$ cat config.mk
export PLATFORM = sky130hd
export DESIGN_NAME = timestamped_key_value_table
export DESIGN_NICKNAME = d
export VERILOG_FILES = /design/src/rtl/tkv_pkg.sv /design/src/rtl/timestamped_key_value_table.sv /design/src/rtl/tkv_store.sv /design/src/rtl/tkv_mod.sv
export SDC_FILE = /design/constraint.sdc
export NUM_CORES = 2
export LEC_CHECK = 0
export ABC_CLOCK_PERIOD_IN_PS = 15100
export BUFFER_PORTS_ARGS = -buffer_cell sky130_fd_sc_hd__buf_2
export CAP_MARGIN = 15
export CELL_PAD_IN_SITES_DETAIL_PLACEMENT = 1
export CELL_PAD_IN_SITES_GLOBAL_PLACEMENT = 2
export CORE_MARGIN = 2
export CORE_UTILIZATION = 35
export DETAILED_ROUTE_END_ITERATION = 7
export PLACE_DENSITY = 0.67
export SLEW_MARGIN = 20
export SYNTH_ARGS = -nofsm -noshare
export SYNTH_HDL_FRONTEND = slang
export SYNTH_HIERARCHICAL = 1
export SYNTH_SLANG_ARGS = --single-unit
$ cat constraint.sdc
create_clock -name aclk -period 15.1 [get_ports aclk]
set_input_delay 0.755 -clock aclk [delete_from_list [all_inputs] [get_ports aclk]]
set_output_delay 0.755 -clock aclk [all_outputs]
set_load 0.1 [all_outputs]
$ cat src/rtl/tkv_pkg.sv
// ----------------------------------------------------------------------------
// tkv_pkg
// Shared widths, defaults and codes of the timestamped key/value table.
// ----------------------------------------------------------------------------
package tkv_pkg;

    // default sizes for the top-level parameters
    localparam int TABLE_DEPTH_DEF = 16;
    localparam int VALUE_BITS_DEF  = 64;

    // fixed field widths
    localparam int OP_BITS     = 2;
    localparam int KEY_BITS    = 32;
    localparam int TIME_BITS   = 32;
    localparam int WORD_BITS   = 64;
    localparam int RAND_BITS   = 32;
    localparam int STATUS_BITS = 3;
    localparam int SLOT_BITS   = 4;
    localparam int USED_BITS   = 5;

    // stream word widths, padded to whole bytes
    localparam int S_TDATA_BITS = 160;
    localparam int M_TDATA_BITS = 144;

    // operation codes
    typedef enum logic [OP_BITS-1:0] {
        OP_MERGE  = 2'd0,
        OP_LOOKUP = 2'd1,
        OP_PICK   = 2'd2
    } op_t;

    // result status codes
    typedef enum logic [STATUS_BITS-1:0] {
        STS_INSERTED  = 3'd0,
        STS_UPDATED   = 3'd1,
        STS_STALE     = 3'd2,
        STS_FULL      = 3'd3,
        STS_FOUND     = 3'd4,
        STS_NOT_FOUND = 3'd5,
        STS_PICKED    = 3'd6,
        STS_EMPTY     = 3'd7
    } status_t;

endpackage

$ cat src/rtl/timestamped_key_value_table.sv
// ----------------------------------------------------------------------------
// timestamped_key_value_table
// Last-writer-wins key/value table: merge, lookup and random pick over a
// table that fills in order from slot zero.
//
//  channel | dir | ports                          | contents
//  --------+-----+--------------------------------+---------------------------
//  s_      | in  | s_tvalid s_tready s_tdata s_tuser | one operation word
//  m_      | out | m_tvalid m_tready m_tdata m_tuser | one result word per op
//
// Merge and lookup scan the entry memory one slot per cycle through its
// registered read port, comparing each slot's data as the next slot is read.
// Pick runs the bit-serial remainder unit, then reads the picked slot.
// One operation at a time: s_tready is low from acceptance until the result
// word is taken; operation code 3 is taken and dropped with no result.
// Reset clears the entry count, sequencer state and compare flag only; no clearing pass over the memory.
// ----------------------------------------------------------------------------
module timestamped_key_value_table #(
    parameter int TABLE_DEPTH = tkv_pkg::TABLE_DEPTH_DEF,
    parameter int VALUE_BITS  = tkv_pkg::VALUE_BITS_DEF
) (
    input  logic                             aclk,
    input  logic                             aresetn,
    input  logic                             s_tvalid,
    output logic                             s_tready,
    // key_id[31:0], timestamp[63:32], value_word[127:64], random_word[159:128]
    input  logic [tkv_pkg::S_TDATA_BITS-1:0] s_tdata,
    // operation[1:0]
    input  logic [tkv_pkg::OP_BITS-1:0]      s_tuser,
    output logic                             m_tvalid,
    input  logic                             m_tready,
    // slot[3:0], entry_key[35:4], entry_time[67:36], entry_value[131:68],
    // entries_used[136:132], zero fill above
    output logic [tkv_pkg::M_TDATA_BITS-1:0] m_tdata,
    // status[2:0]
    output logic [tkv_pkg::STATUS_BITS-1:0]  m_tuser
);

    localparam int IDX_W  = (TABLE_DEPTH > 1) ? $clog2(TABLE_DEPTH) : 1;
    localparam int FILL_W = $clog2(TABLE_DEPTH + 1);
    localparam logic [FILL_W-1:0] DEPTH_F = FILL_W'(TABLE_DEPTH);

    localparam int KB = tkv_pkg::KEY_BITS;
    localparam int TB = tkv_pkg::TIME_BITS;
    localparam int WB = tkv_pkg::WORD_BITS;
    localparam int RB = tkv_pkg::RAND_BITS;
    localparam int SB = tkv_pkg::SLOT_BITS;
    localparam int UB = tkv_pkg::USED_BITS;

    typedef enum logic [4:0] {
        S_IDLE  = 5'b00001,
        S_SCAN  = 5'b00010,
        S_MODW  = 5'b00100,
        S_PDATA = 5'b01000,
        S_OUT   = 5'b10000
    } state_t;

    state_t state_reg, state_next;

    logic [tkv_pkg::OP_BITS-1:0] op_reg, op_next;
    logic [KB-1:0]               key_reg, key_next;
    logic [TB-1:0]               time_reg, time_next;
    logic [VALUE_BITS-1:0]       val_reg, val_next;
    logic [FILL_W-1:0]           fill_reg, fill_next;
    logic [FILL_W-1:0]           scan_reg, scan_next;
    logic                        cmp_vld_reg, cmp_vld_next;
    logic [IDX_W-1:0]            cmp_idx_reg, cmp_idx_next;

    tkv_pkg::status_t            sts_reg, sts_next;
    logic [IDX_W-1:0]            slot_reg, slot_next;
    logic [KB-1:0]               okey_reg, okey_next;
    logic [TB-1:0]               otime_reg, otime_next;
    logic [VALUE_BITS-1:0]       oval_reg, oval_next;

    // memory and remainder unit hookup
    logic                  wr_en;
    logic [IDX_W-1:0]      wr_addr;
    logic                  rd_en;
    logic [IDX_W-1:0]      rd_addr;
    logic [KB-1:0]         rd_key;
    logic [TB-1:0]         rd_time;
    logic [VALUE_BITS-1:0] rd_value;
    logic                  mod_start;
    logic                  mod_done;
    logic [FILL_W-1:0]     mod_rem;
    logic                  hit;

    tkv_store #(
        .TABLE_DEPTH(TABLE_DEPTH),
        .VALUE_BITS (VALUE_BITS)
    ) u_store (
        .aclk    (aclk),
        .wr_en   (wr_en),
        .wr_addr (wr_addr),
        .wr_key  (key_reg),
        .wr_time (time_reg),
        .wr_value(val_reg),
        .rd_en   (rd_en),
        .rd_addr (rd_addr),
        .rd_key  (rd_key),
        .rd_time (rd_time),
        .rd_value(rd_value)
    );

    // random word goes straight from the input word into the remainder unit
    tkv_mod #(
        .TABLE_DEPTH(TABLE_DEPTH)
    ) u_mod (
        .aclk     (aclk),
        .aresetn  (aresetn),
        .start    (mod_start),
        .dividend (s_tdata[KB + TB + WB +: RB]),
        .divisor  (fill_reg),
        .done     (mod_done),
        .remainder(mod_rem)
    );

    assign hit = cmp_vld_reg && (rd_key == key_reg);

    // sequencer
    always_comb begin
        state_next   = state_reg;
        op_next      = op_reg;
        key_next     = key_reg;
        time_next    = time_reg;
        val_next     = val_reg;
        fill_next    = fill_reg;
        scan_next    = scan_reg;
        cmp_vld_next = cmp_vld_reg;
        cmp_idx_next = cmp_idx_reg;
        sts_next     = sts_reg;
        slot_next    = slot_reg;
        okey_next    = okey_reg;
        otime_next   = otime_reg;
        oval_next    = oval_reg;
        wr_en        = 1'b0;
        wr_addr      = cmp_idx_reg;
        rd_en        = 1'b0;
        rd_addr      = scan_reg[IDX_W-1:0];
        mod_start    = 1'b0;

        unique case (state_reg)
            S_IDLE: begin
                if (s_tvalid) begin
                    op_next      = s_tuser;
                    key_next     = s_tdata[0 +: KB];
                    time_next    = s_tdata[KB +: TB];
                    val_next     = s_tdata[KB + TB +: VALUE_BITS];
                    scan_next    = '0;
                    cmp_vld_next = 1'b0;
                    slot_next    = '0;
                    okey_next    = '0;
                    otime_next   = '0;
                    oval_next    = '0;
                    unique case (s_tuser) inside
                        tkv_pkg::OP_MERGE, tkv_pkg::OP_LOOKUP: begin
                            state_next = S_SCAN;
                        end
                        tkv_pkg::OP_PICK: begin
                            if (fill_reg == '0) begin
                                sts_next   = tkv_pkg::STS_EMPTY;
                                state_next = S_OUT;
                            end else begin
                                state_next = S_MODW;
                            end
                        end
                        default: begin
                            // unused code: dropped without a result
                            state_next = S_IDLE;
                        end
                    endcase
                end
            end

            // one slot read per cycle, compare the previous slot's data
            S_SCAN: begin
                if (hit) begin
                    state_next = S_OUT;
                    if (op_reg == tkv_pkg::OP_LOOKUP) begin
                        sts_next   = tkv_pkg::STS_FOUND;
                        slot_next  = cmp_idx_reg;
                        okey_next  = rd_key;
                        otime_next = rd_time;
                        oval_next  = rd_value;
                    end else if (time_reg > rd_time) begin
                        wr_en     = 1'b1;
                        wr_addr   = cmp_idx_reg;
                        sts_next  = tkv_pkg::STS_UPDATED;
                        slot_next = cmp_idx_reg;
                    end else begin
                        sts_next = tkv_pkg::STS_STALE;
                    end
                end else if (scan_reg < fill_reg) begin
                    rd_en        = 1'b1;
                    rd_addr      = scan_reg[IDX_W-1:0];
                    cmp_vld_next = 1'b1;
                    cmp_idx_next = scan_reg[IDX_W-1:0];
                    scan_next    = scan_reg + 1'b1;
                end else if (!cmp_vld_reg) begin
                    // key absent
                    state_next = S_OUT;
                    if (op_reg == tkv_pkg::OP_LOOKUP) begin
                        sts_next = tkv_pkg::STS_NOT_FOUND;
                    end else if (fill_reg < DEPTH_F) begin
                        wr_en     = 1'b1;
                        wr_addr   = fill_reg[IDX_W-1:0];
                        sts_next  = tkv_pkg::STS_INSERTED;
                        slot_next = fill_reg[IDX_W-1:0];
                        fill_next = fill_reg + 1'b1;
                    end else begin
                        sts_next = tkv_pkg::STS_FULL;
                    end
                end else begin
                    cmp_vld_next = 1'b0;
                end
            end

            // wait for the remainder, then read the picked slot
            S_MODW: begin
                if (mod_done) begin
                    rd_en      = 1'b1;
                    rd_addr    = mod_rem[IDX_W-1:0];
                    slot_next  = mod_rem[IDX_W-1:0];
                    state_next = S_PDATA;
                end
            end

            S_PDATA: begin
                sts_next   = tkv_pkg::STS_PICKED;
                okey_next  = rd_key;
                otime_next = rd_time;
                oval_next  = rd_value;
                state_next = S_OUT;
            end

            S_OUT: begin
                if (m_tready) begin
                    state_next = S_IDLE;
                end
            end

            default: begin
                state_next = S_IDLE;
            end
        endcase

        // the remainder unit starts as the pick leaves idle
        if (state_reg == S_IDLE && state_next == S_MODW) begin
            mod_start = 1'b1;
        end
    end

    // control registers
    always_ff @(posedge aclk) begin
        if (!aresetn) begin
            state_reg   <= S_IDLE;
            fill_reg    <= '0;
            cmp_vld_reg <= 1'b0;
        end else begin
            state_reg   <= state_next;
            fill_reg    <= fill_next;
            cmp_vld_reg <= cmp_vld_next;
        end
    end

    // payload registers
    always_ff @(posedge aclk) begin
        op_reg      <= op_next;
        key_reg     <= key_next;
        time_reg    <= time_next;
        val_reg     <= val_next;
        scan_reg    <= scan_next;
        cmp_idx_reg <= cmp_idx_next;
        sts_reg     <= sts_next;
        slot_reg    <= slot_next;
        okey_reg    <= okey_next;
        otime_reg   <= otime_next;
        oval_reg    <= oval_next;
    end

    // output word packing
    logic [IDX_W+SB-1:0]      slot_wide;
    logic [FILL_W+UB-1:0]     used_wide;
    logic [VALUE_BITS+WB-1:0] val_wide;

    assign slot_wide = {{SB{1'b0}}, slot_reg};
    assign used_wide = {{UB{1'b0}}, fill_reg};
    assign val_wide  = {{WB{1'b0}}, oval_reg};

    assign s_tready = (state_reg == S_IDLE);
    assign m_tvalid = (state_reg == S_OUT);
    assign m_tuser  = sts_reg;
    assign m_tdata  = {
        {(tkv_pkg::M_TDATA_BITS - SB - KB - TB - WB - UB){1'b0}},
        used_wide[UB-1:0],
        val_wide[WB-1:0],
        otime_reg,
        okey_reg,
        slot_wide[SB-1:0]
    };

    // checks
    a_fill_bounded: assert property (@(posedge aclk) disable iff (!aresetn)
        fill_reg <= DEPTH_F)
        else $error("entry count above table depth");

    a_one_side: assert property (@(posedge aclk) disable iff (!aresetn)
        !(s_tready && m_tvalid))
        else $error("input taken while a result is pending");

    a_fill_step: assert property (@(posedge aclk) disable iff (!aresetn)
        ##1 (fill_reg == $past(fill_reg) || fill_reg == $past(fill_reg) + 1'b1))
        else $error("entry count moved by more than one");

    a_pick_in_range: assert property (@(posedge aclk) disable iff (!aresetn)
        (m_tvalid && sts_reg == tkv_pkg::STS_PICKED) |-> ({1'b0, slot_reg} < fill_reg))
        else $error("picked slot outside the filled range");

endmodule

$ cat src/rtl/tkv_store.sv
// ----------------------------------------------------------------------------
// tkv_store
// Entry memory: key, timestamp and value per slot, one write port and one
// read port with registered read data.
// ----------------------------------------------------------------------------
module tkv_store #(
    parameter int TABLE_DEPTH = tkv_pkg::TABLE_DEPTH_DEF,
    parameter int VALUE_BITS  = tkv_pkg::VALUE_BITS_DEF,
    localparam int IDX_W      = (TABLE_DEPTH > 1) ? $clog2(TABLE_DEPTH) : 1
) (
    input  logic                          aclk,
    input  logic                          wr_en,
    input  logic [IDX_W-1:0]              wr_addr,
    input  logic [tkv_pkg::KEY_BITS-1:0]  wr_key,
    input  logic [tkv_pkg::TIME_BITS-1:0] wr_time,
    input  logic [VALUE_BITS-1:0]         wr_value,
    input  logic                          rd_en,
    input  logic [IDX_W-1:0]              rd_addr,
    output logic [tkv_pkg::KEY_BITS-1:0]  rd_key,
    output logic [tkv_pkg::TIME_BITS-1:0] rd_time,
    output logic [VALUE_BITS-1:0]         rd_value
);

    localparam int ENTRY_W = tkv_pkg::KEY_BITS + tkv_pkg::TIME_BITS + VALUE_BITS;

    logic [ENTRY_W-1:0] mem [TABLE_DEPTH];
    logic [ENTRY_W-1:0] rd_data_reg;

    // write port
    always_ff @(posedge aclk) begin
        if (wr_en) begin
            mem[wr_addr] <= {wr_value, wr_time, wr_key};
        end
    end

    // registered read port
    always_ff @(posedge aclk) begin
        if (rd_en) begin
            rd_data_reg <= mem[rd_addr];
        end
    end

    assign rd_key   = rd_data_reg[tkv_pkg::KEY_BITS-1:0];
    assign rd_time  = rd_data_reg[tkv_pkg::KEY_BITS +: tkv_pkg::TIME_BITS];
    assign rd_value = rd_data_reg[ENTRY_W-1 -: VALUE_BITS];

endmodule

$ cat src/rtl/tkv_mod.sv
// ----------------------------------------------------------------------------
// tkv_mod
// Bit-serial restoring remainder unit: random word modulo entry count,
// one dividend bit per cycle.
// ----------------------------------------------------------------------------
module tkv_mod #(
    parameter int TABLE_DEPTH = tkv_pkg::TABLE_DEPTH_DEF,
    localparam int FILL_W     = $clog2(TABLE_DEPTH + 1)
) (
    input  logic                          aclk,
    input  logic                          aresetn,
    input  logic                          start,
    input  logic [tkv_pkg::RAND_BITS-1:0] dividend,
    input  logic [FILL_W-1:0]             divisor,
    output logic                          done,
    output logic [FILL_W-1:0]             remainder
);

    localparam int CNT_W = $clog2(tkv_pkg::RAND_BITS);
    localparam logic [CNT_W-1:0] CNT_LAST = CNT_W'(tkv_pkg::RAND_BITS - 1);

    logic                          busy_reg;
    logic                          done_reg;
    logic [CNT_W-1:0]              cnt_reg;
    logic [tkv_pkg::RAND_BITS-1:0] dvd_reg;
    logic [FILL_W-1:0]             dsr_reg;
    logic [FILL_W-1:0]             rem_reg;
    logic [FILL_W:0]               trial;
    logic [FILL_W:0]               diff;
    logic [FILL_W-1:0]             rem_step;

    // one shift-and-subtract step
    always_comb begin
        trial = {rem_reg, dvd_reg[tkv_pkg::RAND_BITS-1]};
        diff  = trial - {1'b0, dsr_reg};
        if (trial >= {1'b0, dsr_reg}) begin
            rem_step = diff[FILL_W-1:0];
        end else begin
            rem_step = trial[FILL_W-1:0];
        end
    end

    // control
    always_ff @(posedge aclk) begin
        if (!aresetn) begin
            busy_reg <= 1'b0;
            done_reg <= 1'b0;
            cnt_reg  <= '0;
        end else begin
            done_reg <= 1'b0;
            if (start) begin
                busy_reg <= 1'b1;
                cnt_reg  <= '0;
            end else if (busy_reg) begin
                cnt_reg <= cnt_reg + 1'b1;
                if (cnt_reg == CNT_LAST) begin
                    busy_reg <= 1'b0;
                    done_reg <= 1'b1;
                end
            end
        end
    end

    // datapath
    always_ff @(posedge aclk) begin
        if (start) begin
            dvd_reg <= dividend;
            dsr_reg <= divisor;
            rem_reg <= '0;
        end else if (busy_reg) begin
            dvd_reg <= {dvd_reg[tkv_pkg::RAND_BITS-2:0], 1'b0};
            rem_reg <= rem_step;
        end
    end

    assign done      = done_reg;
    assign remainder = rem_reg;

endmodule

Word-level counts from Yosys, hierarchy flattened --
Memories as Yosys holds them, arrays and structs flattened. A register that Yosys moved wholly into a read port is not among the register bits. Index checks and enable logic that the tools add are counted.
Storage, ports and cells: memory bits (writable) 2048, bits in registers 334, memories kept 1, bits of input ports 166
Cells by class: bitwise gates (word level) 6, mux-type cells 78, equal/unequal tests 24, reduce and logical (&&, ||, !) cells 19, $add $sub $neg 4, order comparisons 4
Memory list:
- u_store.mem | words 16, bits a word 128, read ports 1, clocked after Yosys merged registers in 1, write ports 1, line tkv_store.sv:26 | logic [ENTRY_W-1:0] mem [TABLE_DEPTH];
Operator list (count):
- $mux W32 | 7
- $mux W64 | 3
- $pmux W32 S3 | 2
- $pmux W64 S3 | 1
- $mux W4 | 17
- $mux W5 | 11
- $eq A32 B32 Y1 | 1
- $gt A32 B32 Y1 | 1
- $pmux W5 S5 | 1
- $mux W3 | 8
- $mux W1 | 20
- $pmux W5 S2 | 2
- $add A5 B1 Y5 const B | 3
- $ne A3 B3 Y1 const B | 4
- $pmux W4 S3 | 1
- $reduce_and A6 Y1 | 2
- $eq A5 B3 Y1 const B | 2
- $eq A5 B5 Y1 const B | 2
- $ne A2 B2 Y1 const B | 5
- $pmux W3 S3 | 1
- $reduce_and A4 Y1 | 2
- $reduce_and A8 Y1 | 1
- $ge A6 B5 Y1 | 1
- $ne A2 B1 Y1 const B | 3
- 21 further kinds | 34

Depth between registers and ports, before layout --
word-level depth 9, mapped depth 15

Cells and area by module --
The synthesis kept the hierarchy.
By module, submodules not included:
- tkv_store | instances 1, sequential area each 65342.7 µm², area each 80612.3 µm², cells each 3365
- timestamped_key_value_table | instances 1, sequential area each 8448.1 µm², area each 11632.4 µm², cells each 755
- tkv_mod | instances 1, sequential area each 1351.3 µm², area each 2222.1 µm², cells each 151

Least setup slack after synthesis --
Ideal clock, no wire load.
kind flip-flop to flip-flop, start reg fill_reg[2], end mem u_store/mem[0][0] (netlist name), enable pin, data arrival time 11.801 ns, setup time 0.772 ns, stages on the path, launching flop included 11, buffers on the path 1, setup slack 2.527 ns, path through dfxtp_1 > inv_1 > ha_1 > a21o_1 > a31oi_1 > o21ai_1 > and4_1 > buf_4 > mux2_1 > or3b_2 > nor3_1
RTL lines:
- start: declaration | line timestamped_key_value_table.sv:64 | logic [FILL_W-1:0] fill_reg, fill_next;
- start signal: assignment | line timestamped_key_value_table.sv:261 | fill_reg <= fill_next;
- $lt A5 B5 Y1 | line timestamped_key_value_table.sv:204 | end else if (fill_reg < DEPTH_F) begin
- $mux W4 | line timestamped_key_value_table.sv:204
- $mux W4 | line timestamped_key_value_table.sv:202 | if (op_reg == tkv_pkg::OP_LOOKUP) begin
- $mux W4 | line timestamped_key_value_table.sv:199 | end else if (!cmp_vld_reg) begin
- $mux W4 * | line timestamped_key_value_table.sv:193 | end else if (scan_reg < fill_reg) begin
- $mux W4 * | line timestamped_key_value_table.sv:177 | if (hit) begin
- $mux W4 * | line timestamped_key_value_table.sv:142 | unique case (state_reg)
- named net wr_addr[2] | line timestamped_key_value_table.sv:77 | logic [IDX_W-1:0] wr_addr;
- end: declaration | line tkv_store.sv:26
The timed path passes the listed nets; every way through them passes the cells marked *.

Final worst setup path --
start reg key_reg[31], end mem u_store/mem[4][87] (netlist name), enable pin
On the way: cells in the longest elaborated chain, start to end 6
RTL lines:
- start: declaration | line timestamped_key_value_table.sv:61 | logic [KB-1:0] key_reg, key_next;
- start signal: assignment | line timestamped_key_value_table.sv:269 | key_reg <= key_next;
- $eq A32 B32 Y1 | line timestamped_key_value_table.sv:118 | assign hit = cmp_vld_reg && (rd_key == key_reg);
- $logic_and A1 B1 Y1 | line timestamped_key_value_table.sv:118
- $mux W1 | line timestamped_key_value_table.sv:177
- $mux W1 | line timestamped_key_value_table.sv:142
- named net wr_en | line timestamped_key_value_table.sv:76 | logic wr_en;
- $mux W1 | line tkv_store.sv:31 | if (wr_en) begin
- $mux W1 (not written as such) | line tkv_store.sv:32 | mem[wr_addr] <= {wr_value, wr_time, wr_key};
The timed path passes the listed nets, and every way through them passes these cells.

==> out/metrics.cfg <==
[route]
vias_per_cell=5.29
drtIter0Drc=4185
wirelength_mm=251
drc_errors=0
ant_nets=0
wire_per_inst_microns=29.4
num_vias=45200
dr.pass1.iters=5

[timing]
layout_setup_ws_ps=8890
worst_slew_pin_slew_ps=1110
finalSetupViolations=0
slew_headroom=0.257
hold_viol_final=0
fin_skew_ps=90.8
grt_setup_unrepaired=no
tns_ps=0
whs_ps=45.9
timing.final.crit_period_ps=6210
timing.final.crit_share=0.411
maxSlewViolCount=0
fmax_mhz=161

[pwr]
total_power_mw=15.9
clkPwrFrac=0.412
power_density_nw_per_um2=145
irDropWorstVdd_v=0.000142
switching_share=0.236
power.switching_mw=3.74
p_comb_frac=0.081
leakage_nw=35.0
power_frac_seq=0.507
power.internal_mw=12.1

[place]
place_congestion=0.745
numPortBuffers=307
dp_hpwl_mm=130
pre_cts_ws_ps=8890
placed_area_sq_um=100000

[floorplan]
start_util=0.352
coreArea_sq_um=268000
die_h_microns=524
ios=315
die-area_sq_um=274000
die_w_microns=524
placementRows=190

[layout]
largest_register_ffs=2048
drive_above_1_share=0.263
seqCellArea_sq_um=75100
final_design_area_no_fill_sq_um=110000
final_nets=4999
syn2layout_area_growth_pct=16.0
multi_input_area_sq_um=18300
fillers=25100

[yosys]
synthCells=4271
synthesis.area_sq_um=94500
yosysUniqueCellTypes=74
synth_warnings=6
ys_ff_latch=2510
async_flop_share=0
synth_ff_type=edfxtp_1
ys_seq_area_frac=0.795
avgSynthCellArea_sq_um=22.1
synth_edf_count=2487

[flow_run]
maxCapViolations=0

[worst_setup_path]
reg2reg_slack_ps=8890
crit_type=reg -> reg
reg2reg_to=u_store/mem[4][87]
critical_path.startpoint=key_reg[31]
cp.required_ps=15580
crit_path_end=u_store/mem[4][87]
start_kind=flip-flop
arrival_ps=6690
path_max_fanout=50
reg2reg_depth=11
r2r-start=key_reg[31]
cp-end-kind=flip-flop

[global_routing]
gr-total-overflow=0
grt_pass1_vias=48100
grt_pass1_wl_mm=357
grt_max_degree=132
antenna_found_initial=22
track_usage=0.182

[clock_network]
clk_latency_ps=940
root_buffer=clkbuf_16
path_clk_slew_ps=60
cts_max_path_buffers=4
htreeDepth=5
cts.sinks=2510
cts_buffers=287
cts_tree=yes

[hold_path]
worstHoldPathType=in -> reg
hold_depth=1

[run_status]
outcome=completed

## area by class of cell
type,count,area share
tap,3552,0.0406
inverter,56,0.00199
clock buffer,350,0.0688
timing repair buffer,428,0.0256
multi-input combinational,1503,0.167
antenna,9,0.000206
sequential,2510,0.686
clock inverter,128,0.0101
## cell usage after synthesis, drive strengths merged, types with 10 or more instances
master  count  area [sq um]
a211oi     24           190
a21oi      43           245
a22oi     219          1640
and2      134           840
buf       101           676
clkbuf    107           402
dfxtp      23           460
edfxtp   2487         74700
ha         46           576
inv        56           210
mux2       40           454
mux2i      93           931
mux4      476         10700
nand2     143           537
nand2b     10          62.6
nand3      16          90.1
nand4      23           144
nor2       47           184
nor2b      15          93.8
nor3       14          81.3
o211ai     23           178
o21ai      16          80.1
o22ai      19           119
xnor2      35           314
## metal layers
metal | up-vias | track usage | routed length [microns]
met5 | - | 0 | 42
met4 | 6 | 0.0453 | 5430
met3 | 368 | 0.0268 | 13500
met2 | 1442 | 0.297 | 121000
met1 | 24600 | 0.258 | 110000
li1 | 18800 | - | -
## timing repair
action | 4_1_cts | 5_1_grt
endpoints found under the hold margin | 49 | 0
buffers inserted | 0 | 0
gates resized for setup | 0 | 0
hold buffers | 49 | 0
## power groups by stage
| stage | Sequential, mW | Clock (mW) | Combinational, mW |
|---|---|---|---|
| 6_report | 8.04 | 6.54 | 1.28 |
| 5_1_grt | 8.07 | 6.92 | 1.36 |
| 4_1_cts | 8.04 | 6.70 | 1.31 |
| 3_3_place_gp | 8.17 | 0 | 1.28 |
| 3_5_place_dp | 8.19 | 0 | 1.29 |
| 2_1_floorplan | 8.44 | 0 | 0.632 |
## placed cells by master (no fill, tap or decap), types with 29 or more instances in the layout
cell type,instances
and2_1,132
mux2_2,31
nand2_1,141
xnor2_1,34
edfxtp_1,2487
ha_1,46
a21oi_1,38
clkinv_1,61
mux4_2,476
inv_1,53
buf_4,53
buf_2,307
dlygate4sd3_1,49
nor2_1,29
mux2i_1,93
clkinv_2,32
clkbuf_1,57
a22oi_1,219
clkbuf_16,292
## worst min path at each step
stage / end / from / slack [ps]
after floorplan: u_mod/cnt_reg[4] / u_mod/cnt_reg[4] / 470
after global placement: u_mod/cnt_reg[4] / u_mod/cnt_reg[4] / 480
after detailed placement: u_mod/cnt_reg[3] / u_mod/cnt_reg[3] / 510
after CTS: time_reg[24] / s_tdata[56] / 0.2
after global routing: time_reg[24] / s_tdata[56] / 10
final: time_reg[24] / s_tdata[56] / 50
## kinds of logic (layout without fill, tap and decap cells)
| family | Yosys count | count (layout) | synth area share |
|---|---|---|---|
| AO/OA/AOI/OAI | 367 | 367 | 0.0283 |
| XOR/XNOR | 42 | 42 | 0.00397 |
| adder cells (fa/ha/maj) | 47 | 47 | 0.00630 |
| buffers and inverters | 264 | 962 | 0.0136 |
| flip-flops | 2510 | 2510 | 0.795 |
| multiplexers | 609 | 609 | 0.128 |
| other | 1 | 16 | 0.0000397 |
| AND/OR/NAND/NOR | 431 | 431 | 0.0242 |
## stage by stage
step	instances	util
after detailed placement	7999	0.374
after floorplan	4277	-
after CTS	8526	0.408
after global routing	8530	0.409
final	8536	0.409
after global placement	7999	0.374
## critical path: stages, from the launching register on
cell and delay (ps):
edfxtp_1 600, xnor2_1 550, nand4_1 250, nor4_2 290
nand3_2 350, or2_1 370, o22ai_1 330, nand3b_1 370
nor3_2 210, buf_4 730, buf_4 810, buf_4 820
(Power assumes the default switching activity.)
